## src/rtl/skein256_block_compress_assert.svh

```systemverilog
// Assertion macros shared by the skein256 block compression RTL.
`ifndef SKEIN256_BLOCK_COMPRESS_ASSERT_SVH
`define SKEIN256_BLOCK_COMPRESS_ASSERT_SVH

`ifndef ASSERT_OFF

// Same-cycle implication, checked outside reset.
`define SKN_ASSERT_IMP(label, clk, rst_n, ante, cons, msg) \
  label: assert property (@(posedge clk) disable iff (!rst_n) (ante) |-> (cons)) \
    else $error(msg);

// Next-cycle implication, checked outside reset.
`define SKN_ASSERT_NXT(label, clk, rst_n, ante, cons, msg) \
  label: assert property (@(posedge clk) disable iff (!rst_n) (ante) |=> (cons)) \
    else $error(msg);

`else

`define SKN_ASSERT_IMP(label, clk, rst_n, ante, cons, msg)

`define SKN_ASSERT_NXT(label, clk, rst_n, ante, cons, msg)

`endif

`endif

```

## src/rtl/skn_pkg.sv

```systemverilog
// Shared types, constants and helper functions for the skein256 compression block.
package skn_pkg;

  localparam int SKN_ROUNDS = 72;

  localparam logic [63:0] SKN_PARITY      = 64'h1BD11BDAA9FC1A22;
  localparam logic [63:0] SKN_BLOCK_BYTES = 64'd32;
  localparam int          SKN_FLAG_FIRST  = 62;
  localparam int          SKN_FLAG_FINAL  = 63;

  typedef logic [3:0][63:0] skn_word4_t;

  // Skein-256-256 IV, word 0 in the lowest slot
  localparam skn_word4_t SKN_IV = {
    64'h6A54E920FDE8DA69, 64'hB33BC3896656840F,
    64'h2FCA66479FA7D833, 64'hFC9DA860D048B449
  };

  typedef enum logic [1:0] {
    CMD_INIT  = 2'd0,
    CMD_BLOCK = 2'd1,
    CMD_FINAL = 2'd2,
    CMD_NONE  = 2'd3
  } skn_cmd_t;

  typedef enum logic [2:0] {
    ST_IDLE,
    ST_KEY,
    ST_INJ,
    ST_RND,
    ST_FIN,
    ST_DONE
  } skn_state_t;

  typedef struct packed {
    logic       ready;
    logic       accept;
    logic       start;
    logic       key_en;
    logic       inj;
    logic       rnd;
    logic       fin;
    logic       emit;
    logic [2:0] rnd_sel;
  } skn_ctl_t;

  localparam logic [5:0] SKN_ROT_A [8] = '{6'd5, 6'd36, 6'd13, 6'd58,
                                           6'd26, 6'd53, 6'd11, 6'd59};
  localparam logic [5:0] SKN_ROT_B [8] = '{6'd56, 6'd28, 6'd46, 6'd44,
                                           6'd20, 6'd35, 6'd42, 6'd50};

  function automatic logic [63:0] skn_rotl(input logic [63:0] x, input logic [5:0] n);
    logic [127:0] w;
    w = {x, x} << n;
    return w[127:64];
  endfunction

endpackage

```

## src/rtl/skn_keysched.sv

```systemverilog
// Threefish-256 key schedule: rotating key and tweak words and the registered subkey.
module skn_keysched
  import skn_pkg::*;
#(
  parameter int ROUNDS = SKN_ROUNDS,
  parameter int SW     = $clog2(ROUNDS / 4 + 2)
) (
  input  logic          clk,
  input  skn_ctl_t      ctl,
  input  skn_word4_t    chain,
  input  logic [63:0]   tweak_low,
  input  logic [63:0]   tweak_high,
  input  logic [SW-1:0] s_cnt,
  output skn_word4_t    sk
);

  logic [4:0][63:0] k_r, k_nxt;
  logic [2:0][63:0] t_r, t_nxt;
  skn_word4_t       sk_r, sk_nxt;

  always_comb begin
    k_nxt = k_r;
    t_nxt = t_r;
    if (ctl.start) begin
      k_nxt[3:0] = chain;
      k_nxt[4]   = chain[0] ^ chain[1] ^ chain[2] ^ chain[3] ^ SKN_PARITY;
      t_nxt[0]   = tweak_low;
      t_nxt[1]   = tweak_high;
      t_nxt[2]   = tweak_low ^ tweak_high;
    end else if (ctl.inj) begin
      // advance the schedule by one subkey
      k_nxt = {k_r[0], k_r[4], k_r[3], k_r[2], k_r[1]};
      t_nxt = {t_r[0], t_r[2], t_r[1]};
    end
  end

  always_comb begin
    sk_nxt = sk_r;
    if (ctl.key_en) begin
      sk_nxt[0] = k_r[0];
      sk_nxt[1] = k_r[1] + t_r[0];
      sk_nxt[2] = k_r[2] + t_r[1];
      sk_nxt[3] = k_r[3] + 64'(s_cnt);
    end
  end

  always_ff @(posedge clk) begin
    k_r  <= k_nxt;
    t_r  <= t_nxt;
    sk_r <= sk_nxt;
  end

  assign sk = sk_r;

endmodule

```

## config.mk

```make
export PLATFORM = sky130hd
export DESIGN_NAME = skn_keysched
export DESIGN_NICKNAME = d
export VERILOG_FILES = /design/src/rtl/skein256_block_compress_assert.svh /design/src/rtl/skn_pkg.sv /design/src/rtl/skn_keysched.sv
export SDC_FILE = /design/constraint.sdc
export NUM_CORES = 1
export LEC_CHECK = 0
export BUFFER_PORTS_ARGS = -buffer_cell sky130_fd_sc_hd__buf_2
export CORE_MARGIN = 4
export CORE_UTILIZATION = 52
export CTS_CLUSTER_DIAMETER = 30
export DETAILED_ROUTE_END_ITERATION = 7
export GPL_TIMING_DRIVEN = 0
export PLACE_DENSITY = 0.89
export SYNTH_ARGS = -nofsm -noshare
export SYNTH_HDL_FRONTEND = slang
export SYNTH_SLANG_ARGS = --single-unit
```

## constraint.sdc

```tcl
create_clock -name clk -period 8.5 [get_ports clk]
set_clock_uncertainty 0.15 [all_clocks]
set_input_delay 0.85 -clock clk [delete_from_list [all_inputs] [get_ports clk]]
set_output_delay 0.85 -clock clk [all_outputs]
set_load 0.05 [all_outputs]
```

After elaboration in Yosys (flattened, before gate mapping)
Index checks and enable logic that the tools add are counted.

cells by class
  $add $sub $neg = 3
  multipliers = 0
  divide/modulo/power cells = 0
  magnitude comparators = 0
  equality and inequality tests = 0
  shift operators = 0
  multiplexer cells = 4
  bitwise logic cells = 5
  reduce and logical (&&, ||, !) cells = 1

operators by type and width
  cell               count
  $mux 320           2
  $mux 192           2
  $xor 64x64->64     4
  $add 64x64->64     2
  $add 64x5->64      1
  $not 32->32        1
  $reduce_bool 2->1  1

word-level totals
  bits in registers = 768
  bits in latches = 0
  memory bits (writable) = 0
  memory bits (read-only) = 0
  input port bits = 401
  output and inout port bits = 256
  word-level logic and storage cells = 25
  memories kept = 0

Depth between registers and ports, before layout
  depth in word-level cells = 5
  depth in mapped cells = 12
  mapped depth without buffers = 12

Worst setup path before layout
No wires, ideal clock.

  path type = input to register
  start = input ctl[8] in the netlist's numbering
  end = register k_r[0] in the netlist's numbering, enable pin
  library setup time = 0.667 ns
  arrival = 7.714 ns
  required time = 7.683 ns
  setup slack = -0.031 ns
  stages = 4
  path buffers = 3
  cells stage by stage = clkbuf_1 -> clkbuf_1 -> clkbuf_1 -> or2_2

between the ends
  longest elaborated chain between the ends = 1

RTL lines
  what                                RTL line            text
  start, declared                     skn_keysched.sv:9   input skn_ctl_t ctl,
  $reduce_bool 2->1 (no source line)  -
  end signal, assigned                skn_keysched.sv:48  k_r <= k_nxt;
  end, declared                       skn_keysched.sv:17  logic [4:0][63:0] k_r, k_nxt;

No other way between the ends.
A chain may end at the register's enable or synchronous reset.

Worst setup path after layout
  start = input ctl[8] in the netlist's numbering
  end = register k_r[225] in the netlist's numbering, enable pin

The elaborated chain is that of the path after synthesis.

==> metrics.md <==
| Metric | Value |
|---|---|
| First-pass GRT wire length | `193200 µm` |
| CTS buffer count | `about 150` |
| Max-Cap Viols | `0` |
| Post-synth ARST share | `0` |
| Peak VDD IR | `between 0.2 and 0.3 mV` |
| Total power | `14.94 mW` |
| Largest net degree at the start of global routing | `109` |
| CP max stage cell | `clkbuf_1` |
| Crit path largest cell delay | `around 0.91 ns` |
| DRC Markers | `0` |
| Buffers on Ports | `647` |
| Slew @ Worst Pin | `1.321 ns` |
| I/O pins | `657` |
| Crit share post-route | `0.5666` |
| Share of the synthesized area in the top cell type | `0.5804` |
| Core box area | `75820 µm²` |
| Detailed Place HPWL | `96210 µm` |
| GR Layer Usage met2 | `0.5139` |
| Crit-path cells | `clkbuf_1 -> clkbuf_1 -> clkbuf_2 -> or2_4 -> buf_16 -> buf_16 -> buf_16 -> buf_16` |
| Share of cells above drive strength 1 | `0.3581` |
| HP Class | `register to register` |
| Post-synth top cells | `edfxtp_1, mux2_2, xnor2_1` |
| # H-tree levels | `4` |
| Post-synth EDFFs | `768` |
| RSZ-0062 raised after global routing | `no` |
| Initial DRC count | `~3400` |
| Sw Pwr | `roughly 4.8 mW` |
| Yosys top cell by area | `edfxtp_1` |
| Mapped Area | `39730 µm²` |
| DP Cell Count | `4590` |
| Combinational share of power | `0.229` |
| Vias in the first global route | `about 30000` |
| Synth Instances | `2954` |
| Largest family of logic cells by synthesized area | `multiplexers` |
| Critical path launch point type | `input port` |
| Syn_nets | `3489` |
| Met3 Track Usage GR | `0.09102` |
| WHS | `0.2894 ns` |
| Final setup fails | `0` |
| Clock sink total | `768` |
| Critical path type | `input port to register` |
| Ys flop type | `edfxtp_1` |
| Nets | `4301` |
| Final Util | `0.6594` |
| Hold Vio Cnt, Final | `0` |
| Grt total ovfl | `0` |
| Fin Setup TNS | `0 ns` |
| Clk pwr share | `0.424` |
| Synth Area in Adders | `0.04276` |
| Post-route setup slack | `3.684 ns` |
| Leakage | `19.40 nW` |
| Via Count | `29900` |
| Switch share | `0.3192` |
| Synth area leaders | `edfxtp_1, mux2_2, xnor2_1` |
| Max FO, Critical Path | `67` |
| Mean Syn Cell Area | `13.45 µm²` |
| Global Route Usage Sum | `0.3204` |
| Die area | `80900 µm²` |
| Worst skew pair latency | `around 0.74 ns` |
| DR pass1 iterations | `6` |
| Top-count cell post-synth | `edfxtp_1` |
| Pre-CTS setup slack | `2.417 ns` |
| Register area share after synthesis | `0.5804` |
| Simple-gate share of the synthesized area | `0.05838` |
| Design area | `50000 µm²` |
| Post-CTS Resized | `0` |
| CTS Hold Bufs | `0` |
| GRT met1 Usage | `0.3954` |
| Placed inst area | `44510 µm²` |
| Worst EP required | `8.75 ns` |
| WP data arrival | `between 5 and 6 ns` |
| Mux cell area share after synthesis | `0.1179` |
| Synth unique cells | `85` |
| Post-synthesis xor/xnor area fraction | `0.09677` |
| Max Slew Vio Count | `0` |
| Placer congestion estimate | `0.9825` |
| Rel. slew slack | `0.1196` |
| CTS root buffer | `clkbuf_16` |
| Status | `finished clean` |
| Pwr dens | `between 200 and 300 nW/µm²` |
| Setup bufs post-CTS | `0` |
| Fmax | `~0.21 GHz` |
| CTS tree | `done` |
| Row Count | `101` |
| ANT nets after route | `0` |
| Global-route layer with the greatest usage | `met2` |
| Internal power | `about 10 mW` |
| Final WL | `around 130000 µm` |
| Via-per-instance ratio | `6.107` |
| Starting density of the core | `0.5240` |
| Critical Path End Type | `register` |
| Clock buffer depth | `3` |
| Initial antenna violation count | `28` |
| Horiz. Die Dim | `roughly 280 µm` |
| WL/cell | `27.48 µm` |
| Post-synthesis compound-gate area fraction | `0.08820` |
| Yosys Warn Count | `0` |
| Most used cell, CP | `buf_16` |
| Seq pwr share | `0.347` |
| Post-route non-filler standard cell count | `just under 5000` |
| DIE HEIGHT | `284.4 µm` |
| Worst-path clk slew | `0.05 ns` |
| Yosys reg bits | `768` |
| Tmin final | `4.816 ns` |
| Area grow syn2layout | `25.83%` |
-- layout make-up --
| cell class | instances | area, µm² |
|---|---|---|
| multi-input combinational | 2026 | 16060 |
| fill | 5135 | 25820 |
| antenna | 24 | 60.06 |
| timing repair buffer | 658 | 3543 |
| tap | 978 | 1224 |
| clock buffer | 175 | 3911 |
| inverter | 49 | 183.9 |
| sequential | 768 | 23060 |
| clock inverter | 106 | 1516 |
| buffer | 111 | 440.4 |
-- worst max-delay path: cells and delay by family --
family                 cells  cell delay [ns]
buffers and inverters      7             3.19
AND/OR/NAND/NOR            1             0.79
-- cell usage in the layout (no fill, tap or decap), types with 114 or more instances in the layout --
cell,count
clkbuf_1,114
buf_2,658
edfxtp_1,768
clkbuf_16,153
xnor2_1,379
ha_1,131
nor2_1,182
mux2_2,416
a21oi_1,249
nand2_1,128
-- cell families (layout without fill, tap and decap cells) --
group           after synthesis  count (layout)
compound gates              543             543
xor+xnor                    439             439
fa+ha+maj                   134             134
buf+inv                     160            1099
flops                       768             768
mux                         416             416
other cells                   0              24
simple gates                494             494
-- worst paths after layout --
check        slack [ns]  cells past startpoint      from        to
max                3.68                      8    ctl[8]  k_r[225]
min                0.29                      0   k_r[37]    sk[37]
max reg2reg        3.93                     11  k_r[192]   sk[252]
min reg2reg        0.29                      0   k_r[37]    sk[37]
-- power groups by stage --
stage	registers [mW]	clock network, mW	logic [mW]
floorplan	5.92	0	1.55
global placement	5.25	0	3.24
detailed placement	5.23	0	3.32
CTS	5.18	6.35	3.37
global route	5.22	6.57	3.60
finish	5.19	6.33	3.42
-- sequential cells by signal, indices dropped and copies added (netlist names) --
signal  cells
k_r       320
sk        256
t_r       192
-- routing by layer --
layer | part of all wire | up-vias
li1 | - | 12800
met1 | 0.36 | 14630
met2 | 0.47 | 2047
met3 | 0.11 | 421
met4 | 0.056 | 2
met5 | 0.00013 | -
No activity file was read; power rests on OpenSTA's default activity.
