==> src/rtl/skein256_block_compress_assert.svh <==
// Assertion macros shared by the skein256 block compression RTL.
`ifndef SKEIN256_BLOCK_COMPRESS_ASSERT_SVH
`define SKEIN256_BLOCK_COMPRESS_ASSERT_SVH

`ifndef ASSERT_OFF

// Same-cycle implication, checked outside reset.
`define SKN_ASSERT_IMP(label, clk, rst_n, ante, cons, msg) \
  label: assert property (@(posedge clk) disable iff (!rst_n) (ante) |-> (cons)) \
    else $error(msg);

// Next-cycle implication, checked outside reset.
`define SKN_ASSERT_NXT(label, clk, rst_n, ante, cons, msg) \
  label: assert property (@(posedge clk) disable iff (!rst_n) (ante) |=> (cons)) \
    else $error(msg);

`else

`define SKN_ASSERT_IMP(label, clk, rst_n, ante, cons, msg)

`define SKN_ASSERT_NXT(label, clk, rst_n, ante, cons, msg)

`endif

`endif

==> src/rtl/skn_pkg.sv <==
// Shared types, constants and helper functions for the skein256 compression block.
package skn_pkg;

  localparam int SKN_ROUNDS = 72;

  localparam logic [63:0] SKN_PARITY      = 64'h1BD11BDAA9FC1A22;
  localparam logic [63:0] SKN_BLOCK_BYTES = 64'd32;
  localparam int          SKN_FLAG_FIRST  = 62;
  localparam int          SKN_FLAG_FINAL  = 63;

  typedef logic [3:0][63:0] skn_word4_t;

  // Skein-256-256 IV, word 0 in the lowest slot
  localparam skn_word4_t SKN_IV = {
    64'h6A54E920FDE8DA69, 64'hB33BC3896656840F,
    64'h2FCA66479FA7D833, 64'hFC9DA860D048B449
  };

  typedef enum logic [1:0] {
    CMD_INIT  = 2'd0,
    CMD_BLOCK = 2'd1,
    CMD_FINAL = 2'd2,
    CMD_NONE  = 2'd3
  } skn_cmd_t;

  typedef enum logic [2:0] {
    ST_IDLE,
    ST_KEY,
    ST_INJ,
    ST_RND,
    ST_FIN,
    ST_DONE
  } skn_state_t;

  typedef struct packed {
    logic       ready;
    logic       accept;
    logic       start;
    logic       key_en;
    logic       inj;
    logic       rnd;
    logic       fin;
    logic       emit;
    logic [2:0] rnd_sel;
  } skn_ctl_t;

  localparam logic [5:0] SKN_ROT_A [8] = '{6'd5, 6'd36, 6'd13, 6'd58,
                                           6'd26, 6'd53, 6'd11, 6'd59};
  localparam logic [5:0] SKN_ROT_B [8] = '{6'd56, 6'd28, 6'd46, 6'd44,
                                           6'd20, 6'd35, 6'd42, 6'd50};

  function automatic logic [63:0] skn_rotl(input logic [63:0] x, input logic [5:0] n);
    logic [127:0] w;
    w = {x, x} << n;
    return w[127:64];
  endfunction

endpackage

==> src/rtl/skn_ctrl.sv <==
// Sequencer for the compression: round and injection counters and the control state machine.
module skn_ctrl
  import skn_pkg::*;
#(
  parameter int ROUNDS = SKN_ROUNDS,
  parameter int SW     = $clog2(ROUNDS / 4 + 2)
) (
  input  logic          clk,
  input  logic          rst_n,
  input  logic          in_valid,
  input  logic [1:0]    in_cmd,
  input  logic          out_busy,
  output skn_ctl_t      ctl,
  output logic [SW-1:0] s_cnt
);

  localparam int DW = $clog2(ROUNDS + 1);

  skn_state_t    state_r, state_nxt;
  logic [DW-1:0] d_r, d_nxt;
  logic [SW-1:0] s_r, s_nxt;
  logic          last_rnd;
  logic          grp_end;

  assign last_rnd = (d_r == DW'(ROUNDS - 1));
  assign grp_end  = (d_r[1:0] == 2'd3);

  always_comb begin
    state_nxt = state_r;
    unique case (state_r)
      ST_IDLE: begin
        if (in_valid) begin
          state_nxt = (in_cmd == CMD_BLOCK) ? ST_KEY : ST_DONE;
        end
      end
      ST_KEY: state_nxt = ST_INJ;
      ST_INJ: begin
        state_nxt = (d_r == DW'(ROUNDS)) ? ST_FIN : ST_RND;
      end
      ST_RND: begin
        if (grp_end) begin
          state_nxt = ST_INJ;
        end else if (last_rnd) begin
          state_nxt = ST_FIN;
        end
      end
      ST_FIN: state_nxt = ST_DONE;
      ST_DONE: begin
        if (!out_busy) begin
          state_nxt = ST_IDLE;
        end
      end
      default: state_nxt = ST_IDLE;
    endcase
  end

  always_comb begin
    ctl         = '0;
    ctl.rnd_sel = d_r[2:0];
    unique case (state_r)
      ST_IDLE: begin
        ctl.ready  = 1'b1;
        ctl.accept = in_valid;
        ctl.start  = in_valid && (in_cmd == CMD_BLOCK);
      end
      ST_KEY:  ctl.key_en = 1'b1;
      ST_INJ:  ctl.inj = 1'b1;
      ST_RND: begin
        ctl.rnd    = 1'b1;
        ctl.key_en = 1'b1;
      end
      ST_FIN:  ctl.fin = 1'b1;
      ST_DONE: ctl.emit = !out_busy;
      default: ctl = '0;
    endcase
  end

  always_comb begin
    d_nxt = d_r;
    s_nxt = s_r;
    if (ctl.start) begin
      d_nxt = '0;
      s_nxt = '0;
    end else begin
      if (ctl.rnd) begin
        d_nxt = d_r + 1'b1;
      end
      if (ctl.inj) begin
        s_nxt = s_r + 1'b1;
      end
    end
  end

  always_ff @(posedge clk) begin
    if (!rst_n) begin
      state_r <= ST_IDLE;
      d_r     <= '0;
      s_r     <= '0;
    end else begin
      state_r <= state_nxt;
      d_r     <= d_nxt;
      s_r     <= s_nxt;
    end
  end

  assign s_cnt = s_r;

endmodule

==> config.mk <==
export PLATFORM = sky130hd
export DESIGN_NAME = skn_ctrl
export DESIGN_NICKNAME = d
export VERILOG_FILES = /design/src/rtl/skein256_block_compress_assert.svh /design/src/rtl/skn_pkg.sv /design/src/rtl/skn_ctrl.sv
export SDC_FILE = /design/constraint.sdc
export NUM_CORES = 1
export LEC_CHECK = 0
export BUFFER_PORTS_ARGS = -buffer_cell sky130_fd_sc_hd__buf_2
export CORE_MARGIN = 8
export CORE_UTILIZATION = 44
export DETAILED_ROUTE_END_ITERATION = 12
export GPL_TIMING_DRIVEN = 0
export HOLD_SLACK_MARGIN = 0.03
export PLACE_DENSITY_LB_ADDON = 0.15
export RECOVER_POWER = 25
export SYNTH_ARGS = -nofsm -noshare
export SYNTH_HDL_FRONTEND = slang
export SYNTH_SLANG_ARGS = --single-unit
==> constraint.sdc <==
create_clock -name clk -period 3.77 [get_ports clk]
set_input_delay 0.377 -clock clk [delete_from_list [all_inputs] [get_ports clk]]
set_output_delay 0.377 -clock clk [all_outputs]
set_load 0.005 [all_outputs]
**Word-level counts from Yosys, hierarchy flattened**

Index checks and enable logic that the tools add are counted.

- Bitwise gates (word level): 1
- Equal/unequal tests: 12
- $add $sub $neg: 2
- Multiplexer cells: 14
- Reductions and logical operators: 7

Operators by type and width:

| cell | count |
|---|---|
| 2-to-1 mux 3 bit | 8 |
| one-hot mux 3 bit (6 select lines) | 1 |
| equality test 7 bit, second input constant | 2 |
| adder 7 x 1 -> 7 bit, second input constant | 1 |
| equality test 3 x 2 -> 1 bit, second input constant | 2 |
| equality test 3 bit, second input constant | 2 |
| OR reduction 6 bit | 1 |
| adder 5 x 1 -> 5 bit, second input constant | 1 |
| 2-to-1 mux 1 bit | 5 |
| != test 2 bit, second input constant | 2 |
| OR reduction 2 bit | 2 |
| equality test 3 x 1 -> 1 bit, second input constant | 1 |
| logical NOT 3 bit | 1 |
| != test 3 bit, second input constant | 1 |
| AND reduction 3 bit | 1 |
| equality test 2 x 1 -> 1 bit, second input constant | 1 |
| equality test 2 bit, second input constant | 1 |
| logical AND 1 bit | 1 |
| logical NOT 1 bit | 1 |
| inverter 1 bit | 1 |

- Bits in registers: 15
- Output and inout bits: 16
- Logic and storage cells: 39
- Input port bits: 6

**Logic depth before layout (Yosys ltp)**

- Depth after elaboration: 4
- Mapped depth: 6
- Mapped depth without buffers: 6

**Worst setup path before layout**

OpenSTA, ideal clock, no wires.

- Path kind: reg2reg
- Start: register d_r[0]
- End: register state_r[2]
- Path slack: 2.454 ns
- Setup time: 0.092 ns
- Buffers on the path: 0
- Arrival: 1.224 ns
- Data required time: 3.678 ns
- Stages on the path, launching flop included: 7
- Clock period less this slack: 1.316 ns
- Cell sequence: dfxtp_1 > inv_1 > ha_1 > nor4bb_1 > nand3b_1 > o221a_1 > o32ai_1

- Word-level cells in the longest chain between the ends: 3
- Elaborated cells between the ends (all ways): 8
- Those cells by class: eq/ne (4); mux (3); reduce/logical (1)

Ends and longest elaborated chain:

| item | RTL line | source |
|---|---|---|
| start: declaration | skn_ctrl.sv:20 | `logic [DW-1:0] d_r, d_nxt;` |
| start signal: assignment | skn_ctrl.sv:101 | `d_r <= d_nxt;` |
| equality test 7 bit (tied with other cells) | skn_ctrl.sv:38 | `state_nxt = (d_r == DW'(ROUNDS)) ? ST_FIN : ST_RND;` |
| 2-to-1 mux 3 bit (tied with other cells) | skn_ctrl.sv:38 |  |
| one-hot mux 3 bit (6 select lines) or AND reduction 3 bit (tied branches) | -- |  |
| end signal: assignment | skn_ctrl.sv:100 | `state_r <= state_nxt;` |
| end: declaration | skn_ctrl.sv:19 | `skn_state_t state_r, state_nxt;` |

Several ways; a longest one is shown, not always the timed one.
A chain may end at the register's enable or synchronous reset.

==> impl_metrics.env <==
export IMPL_status="completed"
export IMPL_clock_tree_root_cell="sky130_fd_sc_hd__clkbuf_4"
export IMPL_end_kind="output pin"
export IMPL_cts_tree="built"
export IMPL_totalPowerFinal_uw=489
export IMPL_nets=131
export IMPL_final_min_clock_period_ps=1820
export IMPL_mostFrequentLayoutCell="sky130_fd_sc_hd__buf_2"
export IMPL_finish_cell_count_without_fillers=146
export IMPL_area_growth_pct=17.0
export IMPL_clock_sinks=15
export IMPL_track_usage_pct=10.8
export IMPL_yosysWarnings=0
export IMPL_fillers=200
export IMPL_total_leakage_power_uw=0.000443
export IMPL_fmax_ghz=0.549
export IMPL_ratio_of_routed_vias_to_standard_cells=5.01
export IMPL_dpl_hpwl_um=1380
export IMPL_routabilityCongestion=0.814
export IMPL_fin_worst_hold_slack_ps=384
export IMPL_pwr_density_cell_nw_per_um2=499
export IMPL_sequential_cell_area_um2=300
export IMPL_floorplan_initialDensity_pct=47.5
export IMPL_worst_setup_path_endpoint="ctl[8]"
export IMPL_ys_seq_area_share_pct=35.8
export IMPL_ys_seq_elements=15
export IMPL_chipHeight_um=59.7
export IMPL_postCtsSetupRepairBufs=0
export IMPL_cell_count_after_placement=142
export IMPL_cts_buffer_depth=2
export IMPL_worstPathRequired_ps=3390
export IMPL_normalized_max_slew_margin_pct=73.7
export IMPL_port_buffer_count=21
export IMPL_drt_pre_antenna_iters=4
export IMPL_syn_area_per_cell_um2=8.73
export IMPL_synthesis_area_um2=838
export IMPL_grt_met2_usage_pct=18.8
export IMPL_drt_antenna_violating_nets=0
export IMPL_synth_distinct_cells=31
export IMPL_mostFrequentLayoutCells="sky130_fd_sc_hd__buf_2, sky130_fd_sc_hd__nor2_1, sky130_fd_sc_hd__dfxtp_1"
export IMPL_number_of_max_cap_violations=0
export IMPL_drc=0
export IMPL_cts_repair_resize_count=0
export IMPL_clkSlewWorstSetupHoldPaths_ps=90
export IMPL_setup_violations=0
export IMPL_grt_util_met3_pct=2.78
export IMPL_post_route_skew_ps=0.592
export IMPL_die_x_um=59.7
export IMPL_met1_usage_pct=12.5
export IMPL_grt_antenna_before_repair=0
export IMPL_holdCritPathClass="in -> reg"
export IMPL_grt_ovfl_total=0
export IMPL_drt_total_wl_um=1820
export IMPL_antennaDiodeCount=0
export IMPL_worst_ep_arrival_time_ps=1450
export IMPL_boundaryPins=22
export IMPL_worstReg2RegEnd="state_r[2]$_SDFFE_PN0P_"
export IMPL_row_count=15
export IMPL_crit_type="reg -> out"
export IMPL_via_count_of_the_first_global_routing_pass=746
export IMPL_setup_reg_to_reg_worst_slack_ps=2210
export IMPL_cts_htree_levels=1
export IMPL_grt_setup_unrepaired="no"
export IMPL_ff2ff_path_depth=6
export IMPL_floorplan_die_area_um2=3560
export IMPL_numCtsBuffers=3
export IMPL_timing_worst_slew_pin_value_ps=394
export IMPL_timing_hold_violations_final=0
export IMPL_core_box_area_um2=1760
export IMPL_multi_input_area_um2=464
export IMPL_timing_final_max_slew_violations=0
export IMPL_clk_latency_ps=280
export IMPL_grt_busiest_layer="met2"
export IMPL_postSynthCellCount=96
export IMPL_critical_path_peak_fanout=9
export IMPL_fin_setup_tns_ps=0
export IMPL_critPathLaunchType="flip-flop"
export IMPL_initialDrtViolationCount=11
export IMPL_routed_via_count=731
export IMPL_final_min_period_over_clock_period_pct=48.4
export IMPL_timing_critical_path_from="state_r[0]$_SDFFE_PN0P_"
export IMPL_wire_per_inst_um=12.5
export IMPL_grt_first_pass_wirelength_um=3040
export IMPL_cts_hold_buf=0
export IMPL_reg2reg_from="d_r[0]$_SDFFE_PP0P_"
export IMPL_synth_nets=105
export IMPL_drive_above_1_share_pct=24.0
export IMPL_ir_drop_mv=0.260
export IMPL_pin_count_of_the_biggest_net_entering_global_routing=11
## cells in the mapped netlist
master	instances	area share (%)
sky130_fd_sc_hd__and2_1	2	1.5
sky130_fd_sc_hd__ha_1	3	4.5
sky130_fd_sc_hd__buf_6	2	2.7
sky130_fd_sc_hd__and4b_1	1	1.2
sky130_fd_sc_hd__nand3b_1	1	0.90
sky130_fd_sc_hd__o22ai_1	1	0.75
sky130_fd_sc_hd__a21oi_1	6	3.6
sky130_fd_sc_hd__buf_2	2	1.2
sky130_fd_sc_hd__nand2b_4	1	1.6
sky130_fd_sc_hd__mux2i_1	1	1.2
sky130_fd_sc_hd__buf_4	1	0.90
sky130_fd_sc_hd__nor2_1	16	7.2
sky130_fd_sc_hd__nor3b_4	1	2.2
sky130_fd_sc_hd__nor4bb_1	1	1.2
sky130_fd_sc_hd__a21boi_0	1	0.90
sky130_fd_sc_hd__and3b_1	1	1.0
sky130_fd_sc_hd__nor2b_1	2	1.5
sky130_fd_sc_hd__nor3_4	1	1.9
sky130_fd_sc_hd__xnor2_1	2	2.1
sky130_fd_sc_hd__nor3b_1	1	0.90
sky130_fd_sc_hd__o221a_1	1	1.3
sky130_fd_sc_hd__inv_1	4	1.8
sky130_fd_sc_hd__nor3_1	1	0.60
sky130_fd_sc_hd__o32ai_1	1	1.0
sky130_fd_sc_hd__o21ai_0	2	1.2
sky130_fd_sc_hd__nand4_1	7	5.2
sky130_fd_sc_hd__dfxtp_1	15	36
sky130_fd_sc_hd__nand2b_1	2	1.5
sky130_fd_sc_hd__xor2_1	8	8.4
sky130_fd_sc_hd__nand2_1	6	2.7
sky130_fd_sc_hd__and3_1	2	1.5
## worst max-delay path, stage by stage, from the launching register on
cell                      delay, ps
sky130_fd_sc_hd__dfxtp_1        320
sky130_fd_sc_hd__buf_6          130
sky130_fd_sc_hd__nor3_1         320
sky130_fd_sc_hd__and4b_1        280
sky130_fd_sc_hd__buf_2          120
## worst min-delay path by stage
stage / cells past startpoint / startpoint / endpoint / slack (ps)
after global routing: 3 / out_busy / state_r[2]$_SDFFE_PN0P_ / 380
after CTS: 3 / out_busy / state_r[2]$_SDFFE_PN0P_ / 380
after global placement: 2 / s_cnt[4]$_SDFFE_PP0P_ / s_cnt[4]$_SDFFE_PP0P_ / 490
final: 3 / out_busy / state_r[2]$_SDFFE_PN0P_ / 380
after floorplan: 2 / d_r[6]$_SDFFE_PP0P_ / d_r[6]$_SDFFE_PP0P_ / 470
after detailed placement: 2 / s_cnt[4]$_SDFFE_PP0P_ / s_cnt[4]$_SDFFE_PP0P_ / 490
## stage by stage
| stage | util [%] | setup slack (ps) | instance area [µm²] |
|---|---|---|---|
| final | 55.6 | 1950 | 981 |
| after detailed placement | 55.2 | 2230 | 975 |
| after global routing | 55.6 | 1790 | 981 |
| after global placement | 55.2 | 2270 | 975 |
| after CTS | 56.8 | 1990 | 1000 |
| after floorplan | - | 2450 | 838 |
## layout make-up
| cell class | instances | share of cell area, % |
|---|---|---|
| Multi-Input combinational cell | 72 | 47.3 |
| Sequential cell | 15 | 30.6 |
| Timing Repair Buffer | 21 | 10.5 |
| Buffer | 5 | 4.08 |
| Tap cell | 25 | 3.19 |
| Clock buffer | 3 | 2.30 |
| Inverter | 4 | 1.53 |
| Clock inverter | 1 | 0.510 |
## per-layer routing
metal  vias up  wire, µm
met4         0         0
met5         -         0
met3         0       106
met2        12       867
li1        376         -
met1       343       848
## kinds of logic after synthesis
logic type               count (synthesis)  share of synthesized area (%)
adder cells (fa/ha/maj)                  3                           4.48
AO/OA/AOI/OAI                           12                           8.81
AND/OR/NAND/NOR                         46                           32.7
buffers and inverters                    9                           6.57
XOR/XNOR                                10                           10.4
multiplexers                             1                           1.19
flip-flops                              15                           35.8
## registers in the layout, summed over array words and instances (netlist names)
name / count
s_cnt: 5
state_r: 3
d_r: 7
## power by group
part | leakage, µW | internal, µW | switching, µW | total, µW
combinational | 0.000303 | 93.6 | 108 | 202
clock | 0.0000177 | 39.3 | 52.2 | 91.5
sequential | 0.000122 | 177 | 19.1 | 196
(Power assumes the default switching activity.)
